==> config.mk <==
export PLATFORM = sky130hd
export DESIGN_NAME = go_back_n_sender_window
export DESIGN_NICKNAME = d
export VERILOG_FILES = /design/src/hdl/gbn_pkg.sv /design/src/hdl/go_back_n_sender_window.sv /design/src/hdl/gbn_front.sv /design/src/hdl/gbn_back.sv
export SDC_FILE = /design/constraint.sdc
export NUM_CORES = 1
export LEC_CHECK = 0
export ABC_AREA = 1
export ABC_CLOCK_PERIOD_IN_PS = 5000
export BUFFER_PORTS_ARGS = -buffer_cell sky130_fd_sc_hd__buf_2
export CORE_MARGIN = 2
export CORE_UTILIZATION = 62
export CTS_CLUSTER_SIZE = 12
export DETAILED_ROUTE_END_ITERATION = 8
export GPL_ROUTABILITY_DRIVEN = 0
export PLACE_DENSITY = 0.81
export SETUP_SLACK_MARGIN = 0.02
export SKIP_LAST_GASP = 1
export SLEW_MARGIN = 20
export SYNTH_ARGS = -nofsm -noshare
export SYNTH_HDL_FRONTEND = slang
export SYNTH_SLANG_ARGS = --single-unit
==> constraint.sdc <==
create_clock -name aclk -period 5 [get_ports aclk]
set_input_delay 0.5 -clock aclk [delete_from_list [all_inputs] [get_ports aclk]]
set_output_delay 0.5 -clock aclk [all_outputs]
set_load 0.005 [all_outputs]
==> src/hdl/gbn_pkg.sv <==
`timescale 1ns / 1ps
// ----------------------------------------------------------------------------
// gbn_pkg
// Shared types, codes and helpers of the Go-Back-N sender window.
// ----------------------------------------------------------------------------
package gbn_pkg;

    // Window and sequence sizing
    localparam int WINDOW_SIZE = 8;
    localparam int SEQ_BITS    = 16;
    localparam int MAX_PAYLOAD = 500;

    localparam int CNT_W = $clog2(WINDOW_SIZE + 1);
    localparam int PTR_W = (WINDOW_SIZE > 1) ? $clog2(WINDOW_SIZE) : 1;
    localparam int LEN_W = 9;

    // Input opcodes
    localparam logic [1:0] OP_DATA = 2'd0;
    localparam logic [1:0] OP_RX   = 2'd1;
    localparam logic [1:0] OP_TICK = 2'd2;
    localparam logic [1:0] OP_END  = 2'd3;

    // Received packet types
    localparam logic [1:0] RX_ACK  = 2'd0;
    localparam logic [1:0] RX_DATA = 2'd1;
    localparam logic [1:0] RX_EOT  = 2'd2;

    // Result actions
    localparam logic [2:0] ACT_SEND     = 3'd0;
    localparam logic [2:0] ACT_EOT      = 3'd1;
    localparam logic [2:0] ACT_REJECT   = 3'd2;
    localparam logic [2:0] ACT_ACK      = 3'd3;
    localparam logic [2:0] ACT_IGNORE   = 3'd4;
    localparam logic [2:0] ACT_FINISHED = 3'd5;
    localparam logic [2:0] ACT_NOTHING  = 3'd6;

    // Sender phases
    localparam logic [1:0] PH_SEND  = 2'd0;
    localparam logic [1:0] PH_DRAIN = 2'd1;
    localparam logic [1:0] PH_WAIT  = 2'd2;
    localparam logic [1:0] PH_DONE  = 2'd3;

    // Input transaction
    typedef struct packed {
        logic [1:0]  opcode;
        logic [8:0]  chunk_length;
        logic [1:0]  rx_type;
        logic [15:0] rx_seq;
    } in_item_t;

    // Result transaction
    typedef struct packed {
        logic [2:0]  action;
        logic [15:0] seq;
        logic [8:0]  length;
        logic [3:0]  in_flight;
        logic        last;
    } result_t;

    // Classified command handed from front to back
    typedef struct packed {
        logic [1:0]       opcode;
        logic [LEN_W-1:0] length;
        logic             is_ack;
        logic             is_eot;
        logic             seq_ok;
        logic [15:0]      rx_seq;
    } cmd_t;

    // Add an offset of up to one full window to a ring pointer
    function automatic logic [PTR_W-1:0] ptr_add(input logic [PTR_W-1:0] a,
                                                 input logic [CNT_W-1:0] b);
        logic [CNT_W:0] s;
        s = (CNT_W + 1)'(a) + (CNT_W + 1)'(b);
        if (s >= (CNT_W + 1)'(WINDOW_SIZE)) begin
            s = s - (CNT_W + 1)'(WINDOW_SIZE);
        end
        return PTR_W'(s);
    endfunction

endpackage

==> src/hdl/go_back_n_sender_window.sv <==
`timescale 1ns / 1ps
// ----------------------------------------------------------------------------
// go_back_n_sender_window
// Go-Back-N sender window control: data, receive, tick and end events in,
// send/ack/EOT decisions out.
// ----------------------------------------------------------------------------
// Each input transaction is decoded and queued (two entries) in the front,
// then executed by the window engine, which handles one command at a time.
// Most commands yield one result; an ack that empties the window while
// draining yields two (ack, then EOT); a timeout resend yields one result
// per resent packet, after the first length is fetched from the window
// ring memory. The result register lets the engine load a new result in
// the same cycle the previous one is taken, so sustained throughput is one
// result per cycle while m_ready is held high. timeout_ticks must be
// written through cfg_wr_en/cfg_wr_data only while the block is idle; the
// block itself does not enforce this.
module go_back_n_sender_window (
    input  logic                aclk,
    input  logic                aresetn,
    input  logic                cfg_wr_en,
    input  logic [15:0]         cfg_wr_data,
    input  logic                s_valid,
    output logic                s_ready,
    input  gbn_pkg::in_item_t   s_data,
    output logic                m_valid,
    input  logic                m_ready,
    output gbn_pkg::result_t    m_data
);

    logic          cmd_valid;
    logic          cmd_pop;
    gbn_pkg::cmd_t cmd;

    // Decode and queue incoming events
    gbn_front u_front (
        .aclk      (aclk),
        .aresetn   (aresetn),
        .s_valid   (s_valid),
        .s_ready   (s_ready),
        .s_data    (s_data),
        .cmd_valid (cmd_valid),
        .cmd_pop   (cmd_pop),
        .cmd       (cmd)
    );

    // Execute commands against the window state
    gbn_back u_back (
        .aclk        (aclk),
        .aresetn     (aresetn),
        .cfg_wr_en   (cfg_wr_en),
        .cfg_wr_data (cfg_wr_data),
        .cmd_valid   (cmd_valid),
        .cmd_pop     (cmd_pop),
        .cmd         (cmd),
        .m_valid     (m_valid),
        .m_ready     (m_ready),
        .m_data      (m_data)
    );

endmodule

==> src/hdl/gbn_front.sv <==
`timescale 1ns / 1ps
// ----------------------------------------------------------------------------
// gbn_front
// Accepts input transactions, decodes them into commands and queues them
// for the window engine in a two-entry queue.
// ----------------------------------------------------------------------------
module gbn_front (
    input  logic             aclk,
    input  logic             aresetn,
    input  logic             s_valid,
    output logic             s_ready,
    input  gbn_pkg::in_item_t s_data,
    output logic             cmd_valid,
    input  logic             cmd_pop,
    output gbn_pkg::cmd_t    cmd
);

    gbn_pkg::cmd_t q_mem [2];
    logic          wr_ptr_reg, wr_ptr_next;
    logic          rd_ptr_reg, rd_ptr_next;
    logic [1:0]    q_cnt_reg, q_cnt_next;
    gbn_pkg::cmd_t cls;
    logic          push;
    logic          pop;

    // Decode the transaction: saturate length, classify packet type
    always_comb begin
        cls.opcode = s_data.opcode;
        if (13'(s_data.chunk_length) > 13'(gbn_pkg::MAX_PAYLOAD)) begin
            cls.length = gbn_pkg::LEN_W'(gbn_pkg::MAX_PAYLOAD);
        end else begin
            cls.length = s_data.chunk_length;
        end
        cls.is_ack = (s_data.rx_type == gbn_pkg::RX_ACK);
        cls.is_eot = (s_data.rx_type == gbn_pkg::RX_EOT);
        cls.seq_ok = ((32'(s_data.rx_seq) >> gbn_pkg::SEQ_BITS) == 32'd0);
        cls.rx_seq = s_data.rx_seq;
    end

    assign s_ready   = (q_cnt_reg != 2'd2);
    assign push      = s_valid && s_ready;
    assign cmd_valid = (q_cnt_reg != 2'd0);
    assign pop       = cmd_pop && cmd_valid;
    assign cmd       = q_mem[rd_ptr_reg];

    // Advance queue pointers
    always_comb begin
        wr_ptr_next = push ? ~wr_ptr_reg : wr_ptr_reg;
        rd_ptr_next = pop ? ~rd_ptr_reg : rd_ptr_reg;
        q_cnt_next  = q_cnt_reg;
        if (push && !pop) begin
            q_cnt_next = q_cnt_reg + 2'd1;
        end else if (pop && !push) begin
            q_cnt_next = q_cnt_reg - 2'd1;
        end
    end

    always_ff @(posedge aclk) begin
        if (!aresetn) begin
            wr_ptr_reg <= 1'b0;
            rd_ptr_reg <= 1'b0;
            q_cnt_reg  <= 2'd0;
        end else begin
            wr_ptr_reg <= wr_ptr_next;
            rd_ptr_reg <= rd_ptr_next;
            q_cnt_reg  <= q_cnt_next;
        end
    end

    // Store queued commands
    always_ff @(posedge aclk) begin
        if (push) begin
            q_mem[wr_ptr_reg] <= cls;
        end
    end

endmodule

==> src/hdl/gbn_back.sv <==
`timescale 1ns / 1ps
// ----------------------------------------------------------------------------
// gbn_back
// Window engine: holds base sequence, window ring, timer and phase,
// executes one command at a time and drives the result register.
// ----------------------------------------------------------------------------
module gbn_back (
    input  logic                aclk,
    input  logic                aresetn,
    input  logic                cfg_wr_en,
    input  logic [15:0]         cfg_wr_data,
    input  logic                cmd_valid,
    output logic                cmd_pop,
    input  gbn_pkg::cmd_t       cmd,
    output logic                m_valid,
    input  logic                m_ready,
    output gbn_pkg::result_t    m_data
);

    localparam logic [1:0] ST_IDLE   = 2'd0;
    localparam logic [1:0] ST_EOT    = 2'd1;
    localparam logic [1:0] ST_RESEND = 2'd2;

    localparam int CW = gbn_pkg::CNT_W;
    localparam int PW = gbn_pkg::PTR_W;
    localparam int SW = gbn_pkg::SEQ_BITS;
    localparam int LW = gbn_pkg::LEN_W;

    logic [1:0]    state_reg, state_next;
    logic [1:0]    phase_reg, phase_next;
    logic [SW-1:0] base_reg, base_next;
    logic [CW-1:0] count_reg, count_next;
    logic [PW-1:0] head_reg, head_next;
    logic [PW-1:0] idx_reg, idx_next;
    logic [15:0]   timer_reg, timer_next;
    logic [15:0]   timeout_reg;

    logic [LW-1:0] win_len_mem [gbn_pkg::WINDOW_SIZE];
    logic [LW-1:0] rd_data_reg;
    logic          rd_en;
    logic [PW-1:0] rd_addr;
    logic          wr_en;
    logic [PW-1:0] wr_addr;

    logic             out_valid_reg;
    gbn_pkg::result_t out_reg;
    logic             out_load;
    logic             emit;
    gbn_pkg::result_t res;

    logic [SW-1:0] next_seq;
    logic [SW-1:0] off;
    logic [CW-1:0] pop_cnt;
    logic [CW-1:0] count_after;
    logic [15:0]   limit;
    logic [16:0]   timer_inc;
    logic          resend_last;

    assign out_load    = !out_valid_reg || m_ready;
    assign next_seq    = base_reg + SW'(count_reg);
    assign off         = SW'(cmd.rx_seq) - base_reg;
    assign pop_cnt     = CW'(off) + CW'(1);
    assign count_after = count_reg - pop_cnt;
    assign limit       = (timeout_reg == 16'd0) ? 16'd1 : timeout_reg;
    assign timer_inc   = 17'(timer_reg) + 17'd1;
    assign resend_last = (CW'(idx_reg) == count_reg - CW'(1));
    assign wr_addr     = gbn_pkg::ptr_add(head_reg, count_reg);

    // Execute commands and sequence multi-result bursts
    always_comb begin
        state_next = state_reg;
        phase_next = phase_reg;
        base_next  = base_reg;
        count_next = count_reg;
        head_next  = head_reg;
        idx_next   = idx_reg;
        timer_next = timer_reg;
        cmd_pop    = 1'b0;
        emit       = 1'b0;
        rd_en      = 1'b0;
        rd_addr    = head_reg;
        wr_en      = 1'b0;
        res        = '0;
        res.in_flight = 4'(count_reg);
        res.last      = 1'b1;

        case (state_reg)
            ST_IDLE: begin
                if (cmd_valid && out_load) begin
                    cmd_pop = 1'b1;
                    emit    = 1'b1;
                    case (cmd.opcode)
                        gbn_pkg::OP_DATA: begin
                            if (phase_reg != gbn_pkg::PH_SEND) begin
                                res.action = gbn_pkg::ACT_IGNORE;
                            end else if (count_reg >= CW'(gbn_pkg::WINDOW_SIZE)) begin
                                res.action = gbn_pkg::ACT_REJECT;
                                res.seq    = 16'(next_seq);
                            end else begin
                                wr_en      = 1'b1;
                                count_next = count_reg + CW'(1);
                                if (count_reg == '0) begin
                                    timer_next = 16'd0;
                                end
                                res.action    = gbn_pkg::ACT_SEND;
                                res.seq       = 16'(next_seq);
                                res.length    = cmd.length;
                                res.in_flight = 4'(count_reg + CW'(1));
                            end
                        end
                        gbn_pkg::OP_RX: begin
                            timer_next = 16'd0;
                            if (phase_reg == gbn_pkg::PH_SEND
                                    || phase_reg == gbn_pkg::PH_DRAIN) begin
                                if (cmd.is_ack && cmd.seq_ok && off < SW'(count_reg)) begin
                                    count_next    = count_after;
                                    base_next     = base_reg + SW'(pop_cnt);
                                    head_next     = gbn_pkg::ptr_add(head_reg, pop_cnt);
                                    res.action    = gbn_pkg::ACT_ACK;
                                    res.seq       = cmd.rx_seq;
                                    res.in_flight = 4'(count_after);
                                    if (phase_reg == gbn_pkg::PH_DRAIN
                                            && count_after == '0) begin
                                        res.last   = 1'b0;
                                        state_next = ST_EOT;
                                    end
                                end else begin
                                    res.action = gbn_pkg::ACT_IGNORE;
                                end
                            end else if (phase_reg == gbn_pkg::PH_WAIT && cmd.is_eot) begin
                                phase_next = gbn_pkg::PH_DONE;
                                res.action = gbn_pkg::ACT_FINISHED;
                            end else begin
                                res.action = gbn_pkg::ACT_IGNORE;
                            end
                        end
                        gbn_pkg::OP_TICK: begin
                            res.action = gbn_pkg::ACT_NOTHING;
                            if ((phase_reg == gbn_pkg::PH_SEND
                                    || phase_reg == gbn_pkg::PH_DRAIN)
                                    && count_reg != '0) begin
                                if (timer_inc >= 17'(limit)) begin
                                    // Start resend: prefetch the oldest length
                                    timer_next = 16'd0;
                                    emit       = 1'b0;
                                    rd_en      = 1'b1;
                                    rd_addr    = head_reg;
                                    idx_next   = '0;
                                    state_next = ST_RESEND;
                                end else begin
                                    timer_next = 16'(timer_inc);
                                end
                            end else begin
                                timer_next = 16'd0;
                            end
                        end
                        gbn_pkg::OP_END: begin
                            if (phase_reg != gbn_pkg::PH_SEND) begin
                                res.action = gbn_pkg::ACT_IGNORE;
                            end else if (count_reg == '0) begin
                                phase_next = gbn_pkg::PH_WAIT;
                                res.action = gbn_pkg::ACT_EOT;
                                res.seq    = 16'(next_seq);
                            end else begin
                                phase_next = gbn_pkg::PH_DRAIN;
                                res.action = gbn_pkg::ACT_NOTHING;
                            end
                        end
                        default: begin
                            res.action = gbn_pkg::ACT_IGNORE;
                        end
                    endcase
                end
            end
            ST_EOT: begin
                // Window drained by the last ack: announce EOT
                if (out_load) begin
                    emit       = 1'b1;
                    res.action = gbn_pkg::ACT_EOT;
                    res.seq    = 16'(next_seq);
                    phase_next = gbn_pkg::PH_WAIT;
                    state_next = ST_IDLE;
                end
            end
            ST_RESEND: begin
                // Resend one window entry per cycle while the result slot can be loaded, fetch the next one
                if (out_load) begin
                    emit       = 1'b1;
                    res.action = gbn_pkg::ACT_SEND;
                    res.seq    = 16'(base_reg + SW'(idx_reg));
                    res.length = rd_data_reg;
                    res.last   = resend_last;
                    if (resend_last) begin
                        state_next = ST_IDLE;
                    end else begin
                        idx_next = idx_reg + PW'(1);
                        rd_en    = 1'b1;
                        rd_addr  = gbn_pkg::ptr_add(head_reg, CW'(idx_reg) + CW'(1));
                    end
                end
            end
            default: begin
                state_next = ST_IDLE;
            end
        endcase
    end

    // Control state
    always_ff @(posedge aclk) begin
        if (!aresetn) begin
            state_reg     <= ST_IDLE;
            phase_reg     <= gbn_pkg::PH_SEND;
            base_reg      <= '0;
            count_reg     <= '0;
            head_reg      <= '0;
            idx_reg       <= '0;
            timer_reg     <= 16'd0;
            timeout_reg   <= 16'd100;
            out_valid_reg <= 1'b0;
        end else begin
            state_reg <= state_next;
            phase_reg <= phase_next;
            base_reg  <= base_next;
            count_reg <= count_next;
            head_reg  <= head_next;
            idx_reg   <= idx_next;
            timer_reg <= timer_next;
            if (cfg_wr_en) begin
                timeout_reg <= cfg_wr_data;
            end
            if (emit) begin
                out_valid_reg <= 1'b1;
            end else if (m_ready) begin
                out_valid_reg <= 1'b0;
            end
        end
    end

    // Result payload
    always_ff @(posedge aclk) begin
        if (emit) begin
            out_reg <= res;
        end
    end

    // Window length ring
    always_ff @(posedge aclk) begin
        if (wr_en) begin
            win_len_mem[wr_addr] <= cmd.length;
        end
        if (rd_en) begin
            rd_data_reg <= win_len_mem[rd_addr];
        end
    end

    assign m_valid = out_valid_reg;
    assign m_data  = out_reg;

    a_count_bound: assert property (@(posedge aclk) disable iff (!aresetn)
        count_reg <= CW'(gbn_pkg::WINDOW_SIZE))
        else $error("window count above window size");

    a_timer_idle: assert property (@(posedge aclk) disable iff (!aresetn)
        count_reg == '0 |-> timer_reg == 16'd0)
        else $error("timer running with empty window");

    a_resend_range: assert property (@(posedge aclk) disable iff (!aresetn)
        state_reg == ST_RESEND |-> (count_reg != '0 && CW'(idx_reg) < count_reg))
        else $error("resend index outside window");

    a_eot_drained: assert property (@(posedge aclk) disable iff (!aresetn)
        state_reg == ST_EOT |-> (count_reg == '0 && phase_reg == gbn_pkg::PH_DRAIN))
        else $error("EOT pending with packets in flight");

    a_resend_hold: assert property (@(posedge aclk) disable iff (!aresetn)
        (state_reg == ST_RESEND && !out_load) |=> $stable(idx_reg))
        else $error("resend advanced while result slot full");

endmodule
==> results of run 1 <==
## how the worst max path moves through the flow
stage	from	end	slack, ps	cells after the start
global route	flop	u_back.base_reg[10]	480	17
global placement	u_back.timer_reg[0]	u_back.m_data[28]	980	18
detailed placement	flop	u_back.base_reg[12]	910	15
CTS	flop	u_back.base_reg[12]	860	15
floorplan	u_back.timer_reg[0]	u_back.m_data[0]	1180	20
finish	flop	u_back.state_reg[0]	840	20
## metrics by stage
step / setup slack (ps) / std cells / utilization (%) / instance area (µm²)
4_1_cts: 862.4 / 1988 / 69.59 / 15140
6_report: 838.2 / 1988 / 69.59 / 15140
5_1_grt: 481.7 / 1988 / 69.59 / 15140
3_3_place_gp: 982.0 / 1943 / 65.95 / 14350
3_5_place_dp: 913.2 / 1943 / 65.95 / 14350
2_1_floorplan: 1178 / 1620 / - / 13730
## cells by family (layout without fill, tap and decap cells)
logic type	after synthesis	count (layout)	synth area share (%)
buffers and inverters	248	336	7.190
AND/OR/NAND/NOR	719	719	22.97
flip-flops	240	240	47.53
adder cells (fa/ha/maj)	74	74	7.181
AO/OA/AOI/OAI	279	279	11.25
XOR/XNOR	60	60	3.882
## layer usage
layer / vias up / track usage, %
li1: 5597 / -
met5: - / 0
met3: 113 / 3.771
met1: 5357 / 39.04
met4: 0 / 13.14
met2: 585 / 47.00
## synth_stat cells, drive strengths merged
cell    number  area [µm²]
a21oi      115       579.3
a41o         1       10.01
nand3       82       442.9
o211ai       3       22.52
edfxtp     172        5165
a22o        11       96.34
nand2      376        1459
dfxtp       68        1361
o21ai      110       565.6
clkbuf      30       112.6
a31oi        4       25.02
a22oi        1       7.510
and2         4       25.02
nand4       40       250.2
and3         2       12.51
nor3        13       70.07
o21bai       3       22.52
nor3b        2       15.01
o21a         3       22.52
nor2       180       718.2
xor2        43       384.1
a311oi       2       17.52
clkinv       2       7.510
a32o         1       10.01
inv        195       734.4
nand3b       4       30.03
ha          66       825.8
o32ai        2       17.52
xnor2       17       148.9
buf         21       132.6
nor4        10       92.59
o22ai       20       125.1
fa           8       160.2
a211oi       1       7.510
or2          6       37.54
o31ai        2       15.01
## power groups by stage
stage               clock network, mW  logic [mW]  registers (mW)
floorplan                           0        2.32            2.79
global placement                    0        3.20            2.79
detailed placement                  0        3.28            2.79
CTS                              1.80        3.32            2.75
global route                     1.88        3.76            2.78
finish                           1.79        3.38            2.75
## area by class of cell
type                       instances  area share, %
clock buffer                      43          5.058
clock inverter                     2         0.1653
inverter                         197          4.901
multi-input combinational       1132          41.18
sequential                       240          43.11
tap                              280          2.314
timing repair buffer              94          3.273
==> flow_summary.yaml, run 1 <==
outcome:
  result_of_the_run: "finished, final reports clean"
worst_hold_path:
  hold_path.class: "primary input to flop"
  hold_end: "u_front.q_mem[1][4]"
  timing.hold.worst.start: "s_data[4]"
  timing.hold.worst_path_depth: 1
floorplan:
  die_w_um: 152.8
  starting_utilization_of_the_core_area_pct: 63.11
  num_rows: 54
  design.die.area_um2: 23350
  die_h_um: 152.8
  coreArea_um2: 21760
  pin_count: 85
power_and_ir_drop:
  clkPwrFrac_pct: 22.6
  power_leakage_nw: 6.373
  share_comb_of_total_power_pct: 42.7
  power.share.switching_pct: 41.04
  power_per_cell_area_nw_per_um2: 523.0
  sequentialPowerShare_pct: 34.8
  total_power_mw: 7.918
  power.net_switching_mw: 3.249
  worst_ir_drop_vdd_v: 0.0003559
  power.internal_mw: 4.669
cells_and_area:
  filler_cell_count: 1714
  final_net_count: 1814
  layout.cells.most_common_list: "361 x nand2_1, 179 x inv_1, 172 x edfxtp_1"
  top_register: "u_back.win_len_mem"
  most_common_library_cell_in_the_layout_ignoring_fill_and_taps: "nand2_1"
  insertedDiodeCount: 0
  final-seq-area_um2: 6526
  multiInputGateArea_um2: 6235
  syn_to_final_growth_pct: 10.27
  number_of_flip_flops_in_the_largest_register: 72
  layout-drive-gt1-share_pct: 10.95
timing:
  timing.final.crit_share_pct: 83.24
  max_slew_margin_pct: 28.81
  totalNegativeSetupSlack_ps: 0
  report.final.hold_viol_count: 0
  slew_violations: 0
  final.setup_skew_ps: 11.61
  worst_slew_pin_slew_ps: 1068
  rsz0062_at_grt: "no"
  holdWs_ps: 152.1
  finalWorstPathRequiredPeriod_ps: 4162
  timing.fmax_ghz: 0.2403
  setup_violations: 0
clocking:
  post-cts-setup-buffers: 0
  tritoncts_num_sinks: 240
  post_cts_resize_count: 0
  worst_case_clock_buffer_depth: 3
  cts_buffers: 25
  cts.clk_slew.worst_paths_ps: 60
  cts-htree-levels: 1
  clock_tree.root_cell: "clkbuf_16"
  holdBufCountCts: 0
  cts_tree: "built"
  clock_latency_ps: 530
worst_setup_path:
  r2r_setup_slk_ps: 840
  setup.worst_path.class: "flop to flop"
  ff2ff_path_depth: 20
  path_delay_family: "adder cells"
  timing.critical_path.slowest_cell_delay_ps: 490
  cell_chain_critical_path: "inv_2 -> or2_2 -> o21ai_0 -> ha_1 -> fa_1 -> inv_1 -> ha_1 -> xnor2_1 -> ha_1 -> a21oi_1 -> o21ai_0 -> xor2_1 -> nand3b_1 -> nand2_1 -> nor2_1 -> nand4_1 -> nand2_1 -> nand3_1 -> nand2_1 -> a21oi_1"
  worstReg2RegEnd: "u_back.state_reg[0]"
  start_kind: "flop"
  cp.buffers_inverters: 2
  arrival_ps: 4560
  worst-path-max-fanout: 28
  cp.required_ps: 5400
  critical_path.slowest_cell: "fa_1"
  worstSetupEndpointType: "flop"
route:
  wire_per_inst_um: 17.23
  drc_errors: 0
  drt_iter0_drc: 1373
  drt-pass1-iter-count: 6
  uppermost_routed_layer: "met4"
  antenna_left: 0
  detailroute.via_count: 11650
  met1Wirelength_mm: 13.92
  wl_met3_mm: 3.024
  routed-wl-met2_mm: 15.77
  drt-vias-per-instance: 5.861
  wl_mm: 34.26
synthesis:
  ys_ff_latch: 240
  postSynthCellCount: 1620
  ys.warnings.count: 0
  synth_area_per_cell_um2: 8.475
  yosysUniqueCellTypes: 54
  ys_seq_area_share_pct: 47.53
  netlist_area_before_placement_um2: 13730
  synthesis.nets: 1744
place:
  io_buffer_count: 84
  place_hpwl_mm: 24.74
global_route:
  grt_pass1_wl_mm: 55.12
  grt.overflow.total: 0
  first_global_vias: 11100
  antenna_found_initial: 0
  largest_net_degree_at_the_start_of_global_routing: 38
  gr-usage-all-layers_pct: 28.91
job:
  timing.max_cap.violations: 0
Note: power is estimated with default switching activity, not from simulation.
==> inputs of run 2 (changes only) <==
--- a/config.mk
+++ b/config.mk
@@ -6,7 +6,7 @@
 export NUM_CORES = 1
 export LEC_CHECK = 0
 export ABC_AREA = 1
-export ABC_CLOCK_PERIOD_IN_PS = 5000
+export ABC_CLOCK_PERIOD_IN_PS = 4100
 export BUFFER_PORTS_ARGS = -buffer_cell sky130_fd_sc_hd__buf_2
 export CORE_MARGIN = 2
 export CORE_UTILIZATION = 62
==> constraint.sdc (replaced) <==
create_clock -name aclk -period 4.1 [get_ports aclk]
set_input_delay 0.41 -clock aclk [delete_from_list [all_inputs] [get_ports aclk]]
set_output_delay 0.41 -clock aclk [all_outputs]
set_load 0.005 [all_outputs]
==> run 2 against run 1 <==
Against the previous run:
- fmax increased by 10%
- cell count increased by 0.65%
- critical path depth unchanged
- via count about the same
- critical endpoint unchanged
- largest cell class unchanged
==> flow_summary.yaml, run 2 (same netlist as run 1, synthesis figures left out) <==
route:
  met1Wirelength_mm: 14.30
  antenna_left: 0
  detailroute.via_count: 11650
  uppermost_routed_layer: "met4"
  wl_met3_mm: 3.019
  routed-wl-met2_mm: 15.88
  wl_mm: 34.79
  drt-vias-per-instance: 5.823
  drt_iter0_drc: 1228
  drc_errors: 0
  drt-pass1-iter-count: 5
  wire_per_inst_um: 17.39
global_route:
  antenna_found_initial: 2
  first_global_vias: 11020
  grt_pass1_wl_mm: 55.10
  gr-usage-all-layers_pct: 29.05
  grt.overflow.total: 0
  largest_net_degree_at_the_start_of_global_routing: 38
power_and_ir_drop:
  worst_ir_drop_vdd_v: 0.0004631
  total_power_mw: 9.782
  power_leakage_nw: 6.472
  power_per_cell_area_nw_per_um2: 639.7
clocking:
  cts_buffers: 26
  cts_tree: "built"
  cts.clk_slew.worst_paths_ps: 60
  cts-htree-levels: 1
  worst_case_clock_buffer_depth: 3
  clock_latency_ps: 550
  tritoncts_num_sinks: 240
  clock_tree.root_cell: "clkbuf_16"
floorplan:
  starting_utilization_of_the_core_area_pct: 63.11
  die_w_um: 152.8
  coreArea_um2: 21760
  die_h_um: 152.8
  design.die.area_um2: 23350
  pin_count: 85
  num_rows: 54
outcome:
  result_of_the_run: "finished, final reports clean"
timing:
  holdWs_ps: 57.72
  layout_setup_ws_ps: 323.2
  totalNegativeSetupSlack_ps: 0
  setup_violations: 0
  timing.final.crit_share_pct: 92.12
  report.final.hold_viol_count: 0
  timing.fmax_ghz: 0.2648
  slew_violations: 0
  max_slew_margin_pct: 34.71
  final.setup_skew_ps: 27.45
  finalWorstPathRequiredPeriod_ps: 3777
  rsz0062_at_grt: "yes"
  worst_slew_pin_slew_ps: 979.3
worst_hold_path:
  hold_end: "u_front.q_mem[1][11]"
  timing.hold.worst_path_depth: 1
  timing.hold.worst.start: "s_data[11]"
  hold_path.class: "primary input to flop"
worst_setup_path:
  r2r_setup_slk_ps: 320
  setup.worst_path.class: "flop to flop"
  cell_chain_critical_path: "inv_2 -> or2_2 -> o21ai_0 -> ha_1 -> fa_1 -> inv_1 -> ha_2 -> xnor2_1 -> ha_1 -> a21oi_1 -> o21ai_0 -> xor2_1 -> nand3b_1 -> nand2_1 -> nor2_1 -> nand4_1 -> nand2_2 -> nand3_1 -> nand2_1 -> a21oi_1"
  cp.buffers_inverters: 2
  worstReg2RegEnd: "u_back.state_reg[0]"
  ff2ff_path_depth: 20
  worstSetupEndpointType: "flop"
  stages_on_worst_setup_path: 20
  start_kind: "flop"
  path_delay_family: "adder cells"
  arrival_ps: 4200
  worst-path-max-fanout: 7
  cp.required_ps: 4520
  timing.critical_path.slowest_cell_delay_ps: 410
  critical_path.slowest_cell: "fa_1"
place:
  place_hpwl_mm: 25.16
  pre_cts_slack_ps: 340.0
  io_buffer_count: 84
  post_dp_cell_area_um2: 14470
  placed_cells: 1957
cells_and_area:
  syn_to_final_growth_pct: 11.37
  stdcell_count: 2001
  number_of_flip_flops_in_the_largest_register: 72
  layout-drive-gt1-share_pct: 12.33
  final_net_count: 1832
  layout.cells.most_common_list: "360 x nand2_1, 179 x inv_1, 172 x edfxtp_1"
  most_common_library_cell_in_the_layout_ignoring_fill_and_taps: "nand2_1"
  finish.utilization_pct: 70.28
  final_area_um2: 15290
  top_register: "u_back.win_len_mem"
job:
  timing.max_cap.violations: 0
run 2: cell count changes in the layout (fill, tap and decap cells not counted), moves of 2 or more:
| cell | delta |
|---|---|
| buf_12 | +2 |
| inv_4 | +2 |
| clkinv_2 | +3 |
| clkbuf_1 | -11 |
| clkinv_1 | +2 |
| buf_4 | +14 |
run 2: worst max-delay path by stage:
stage,from,end,slack [ps]
floorplan,u_back.timer_reg[0],u_back.m_data[0],280
global placement,u_back.timer_reg[0],u_back.m_data[29],460
detailed placement,u_back.timer_reg[0],u_back.m_data[29],340
CTS,flop,u_back.state_reg[0],300
global route,u_back.timer_reg[0],u_back.m_data[26],30
finish,flop,u_back.state_reg[0],320
run 2: layout make-up:
class	count	area [µm²]
fill	1660	6465
sequential	240	6526
clock buffer	30	685.7
clock inverter	10	86.33
inverter	197	742.0
antenna	1	2.502
timing repair buffer	110	640.6
tap	280	350.3
multi-input combinational	1133	6257
run 2: where the power goes:
group          switching [mW]  internal (mW)  total (mW)
clock network           0.915           1.24        2.16
registers               0.178           3.19        3.37
logic                    2.90           1.35        4.26
run 2: layer usage:
metal	vias up	GRT usage (%)
met5	-	0
met4	0	13.36
met3	124	4.933
met2	544	46.10
met1	5366	39.41
li1	5617	-
run 2: repair_timing:
| action | in CTS | in global routing |
|---|---|---|
| endpoints found under the setup margin | 0 | 25 |
| setup buffers | 0 | 2 |
| hold buffers | 0 | 0 |
| gates resized for setup | 0 | 4 |
run 2: worst register-to-register path: stages, from the launching register on:
cell,delay (ps)
dfxtp_1,370
inv_2,90
or2_2,280
o21ai_0,110
ha_1,230
fa_1,410
inv_1,120
ha_2,190
xnor2_1,190
ha_1,340
a21oi_1,140
o21ai_0,110
xor2_1,190
nand3b_1,130
nand2_1,90
nor2_1,160
nand4_1,160
nand2_2,140
nand3_1,100
nand2_1,80
a21oi_1,60
==> inputs of run 3 (changes only) <==
--- a/config.mk
+++ b/config.mk
@@ -13,7 +13,7 @@
 export CTS_CLUSTER_SIZE = 12
 export DETAILED_ROUTE_END_ITERATION = 8
 export GPL_ROUTABILITY_DRIVEN = 0
-export PLACE_DENSITY = 0.81
+export PLACE_DENSITY_LB_ADDON = 0.25
 export SETUP_SLACK_MARGIN = 0.02
 export SKIP_LAST_GASP = 1
 export SLEW_MARGIN = 20
==> run 3 against run 2 <==
Against the previous run:
- clock-buffer cell count up 12
- highest routed layer unchanged
- hold slack better by 6.6 ps
- die area unchanged
==> flow_summary.yaml, run 3 (same netlist as run 1, synthesis figures left out) <==
outcome:
  result_of_the_run: "finished, final reports clean"
worst_setup_path:
  cp_common_cell: "nand3_1"
  critical_path.slowest_cell: "dfxtp_1"
  path_delay_family: "simple AND/OR/NAND/NOR gates"
  worstSetupEndpointType: "flop"
  cp.buffers_inverters: 4
  start_kind: "flop"
  timing.critical_path.slowest_cell_delay_ps: 390
  worst-path-max-fanout: 17
  setup.worst_path.class: "flop to flop"
  cp.required_ps: 4350
  arrival_ps: 4040
  cell_chain_critical_path: "ha_1 -> nand2_1 -> inv_2 -> nand4_1 -> nor2_1 -> nand3_1 -> nor3_1 -> nand3_1 -> xor2_1 -> inv_1 -> ha_1 -> a21oi_1 -> o211ai_1 -> inv_1 -> nand2_1 -> nor2_1 -> nand3_2 -> nand3_1 -> nand3_1 -> o31ai_4 -> buf_12"
global_route:
  largest_net_degree_at_the_start_of_global_routing: 37
  antenna_found_initial: 0
  grt.overflow.total: 0
  grt_pass1_wl_mm: 55.90
  gr-usage-all-layers_pct: 29.50
  first_global_vias: 11080
route:
  wl_mm: 35.22
  drt_iter0_drc: 1256
  drc_errors: 0
  drt-pass1-iter-count: 6
  antenna_left: 0
  wire_per_inst_um: 17.54
  detailroute.via_count: 11790
  drt-vias-per-instance: 5.874
timing:
  worst_slew_pin_slew_ps: 959.7
  finalWorstPathRequiredPeriod_ps: 3784
  max_slew_margin_pct: 35.78
  rsz0062_at_grt: "no"
  totalNegativeSetupSlack_ps: 0
  timing.final.crit_share_pct: 92.30
  setup_violations: 0
  slew_violations: 0
  timing.fmax_ghz: 0.2643
  report.final.hold_viol_count: 0
  layout_setup_ws_ps: 315.8
  final.setup_skew_ps: 36.86
floorplan:
  design.die.area_um2: 23350
  starting_utilization_of_the_core_area_pct: 63.11
  num_rows: 54
  die_w_um: 152.8
  pin_count: 85
  coreArea_um2: 21760
  die_h_um: 152.8
clocking:
  worst_case_clock_buffer_depth: 3
  cts-htree-levels: 1
  clock_tree.root_cell: "clkbuf_16"
  cts.clk_slew.worst_paths_ps: 60
  cts_buffers: 26
  tritoncts_num_sinks: 240
  clock_latency_ps: 560
  cts_tree: "built"
cells_and_area:
  finish.utilization_pct: 70.64
  final_net_count: 1832
  number_of_flip_flops_in_the_largest_register: 72
  syn_to_final_growth_pct: 11.94
  top_register: "u_back.win_len_mem"
  layout.cells.most_common_list: "360 x nand2_1, 179 x inv_1, 172 x edfxtp_1"
  most_common_library_cell_in_the_layout_ignoring_fill_and_taps: "nand2_1"
  filler_cell_count: 1695
  insertedDiodeCount: 0
  layout-drive-gt1-share_pct: 12.50
place:
  pre_cts_slack_ps: 212.0
  place_hpwl_mm: 25.42
  io_buffer_count: 84
worst_hold_path:
  hold_path.class: "primary input to flop"
power_and_ir_drop:
  total_power_mw: 9.956
  power_leakage_nw: 6.501
  worst_ir_drop_vdd_v: 0.0004486
  power_per_cell_area_nw_per_um2: 647.8
job:
  timing.max_cap.violations: 0
-- run 3: cell types whose count changed in the layout (fill, tap and decap cells not counted), sizes merged --
| cell | change |
|---|---|
| clkbuf | +12 |
| clkinv | -3 |
| buf | +1 |
| diode | -1 |
| inv | -1 |
| o21ai | -1 |
-- run 3: area by class of cell --
cell class              instances  area [µm²]  area share, %
clock buffers                  42       762.0          4.958
clock inverters                 6       71.32         0.4641
multi-input cells            1132        6265          40.76
repair buffers                111       648.1          4.217
well taps                     280       350.3          2.280
flip-flops and latches        240        6528          42.47
inverters                     197       744.5          4.844
-- run 3: worst paths after layout --
path / depth (start not counted) / endpoint / slack [ps] / startpoint
worst max-delay path: 21 / u_back.m_data[15] / 320 / u_back.timer_reg[0]
worst min-delay path: 1 / u_front.q_mem[0][5] / 60 / s_data[5]
worst max register to register: 21 / u_back.m_data[15] / 320 / u_back.timer_reg[0]
worst min register to register: 2 / u_back.timeout_reg[3] / 490 / u_back.timeout_reg[3]
-- run 3: report_power, final --
group          internal (mW)  switching [mW]
Sequential              3.19           0.182
Clock                   1.34           0.944
Combinational           1.35            2.95
Total                   5.88            4.08
-- run 3: repair_timing --
item,CTS,global route
buffers inserted,0,3
gates resized for setup,0,9
hold buffers,0,0
setup endpoints to repair,0,49
-- run 3: worst reg2reg max path, delay by kind of cell, from the launching register on --
family,cells,cell delay (ps)
adder cells (fa/ha/maj),2,510
buffers and inverters,4,410
AO/OA/AOI/OAI,3,400
XOR/XNOR,1,160
AND/OR/NAND/NOR,11,1600
flip-flops,1,390
-- run 3: metal layers --
metal  global-route usage [%]  vias up  share of wire, %
met5                        0        -                 0
met4                    11.64        0               4.0
met3                    4.366      117               8.9
met2                    48.62      588                46
met1                    39.67     5480                41
li1                         -     5609                 -
-- run 3: metrics by stage --
stage	hold slack [ps]	instances	area [µm²]
floorplan	447.7	1620	13730
global placement	467.1	1957	14470
detailed placement	479.0	1957	14470
CTS	49.47	2005	15300
global route	52.73	2008	15370
finish	64.33	2008	15370
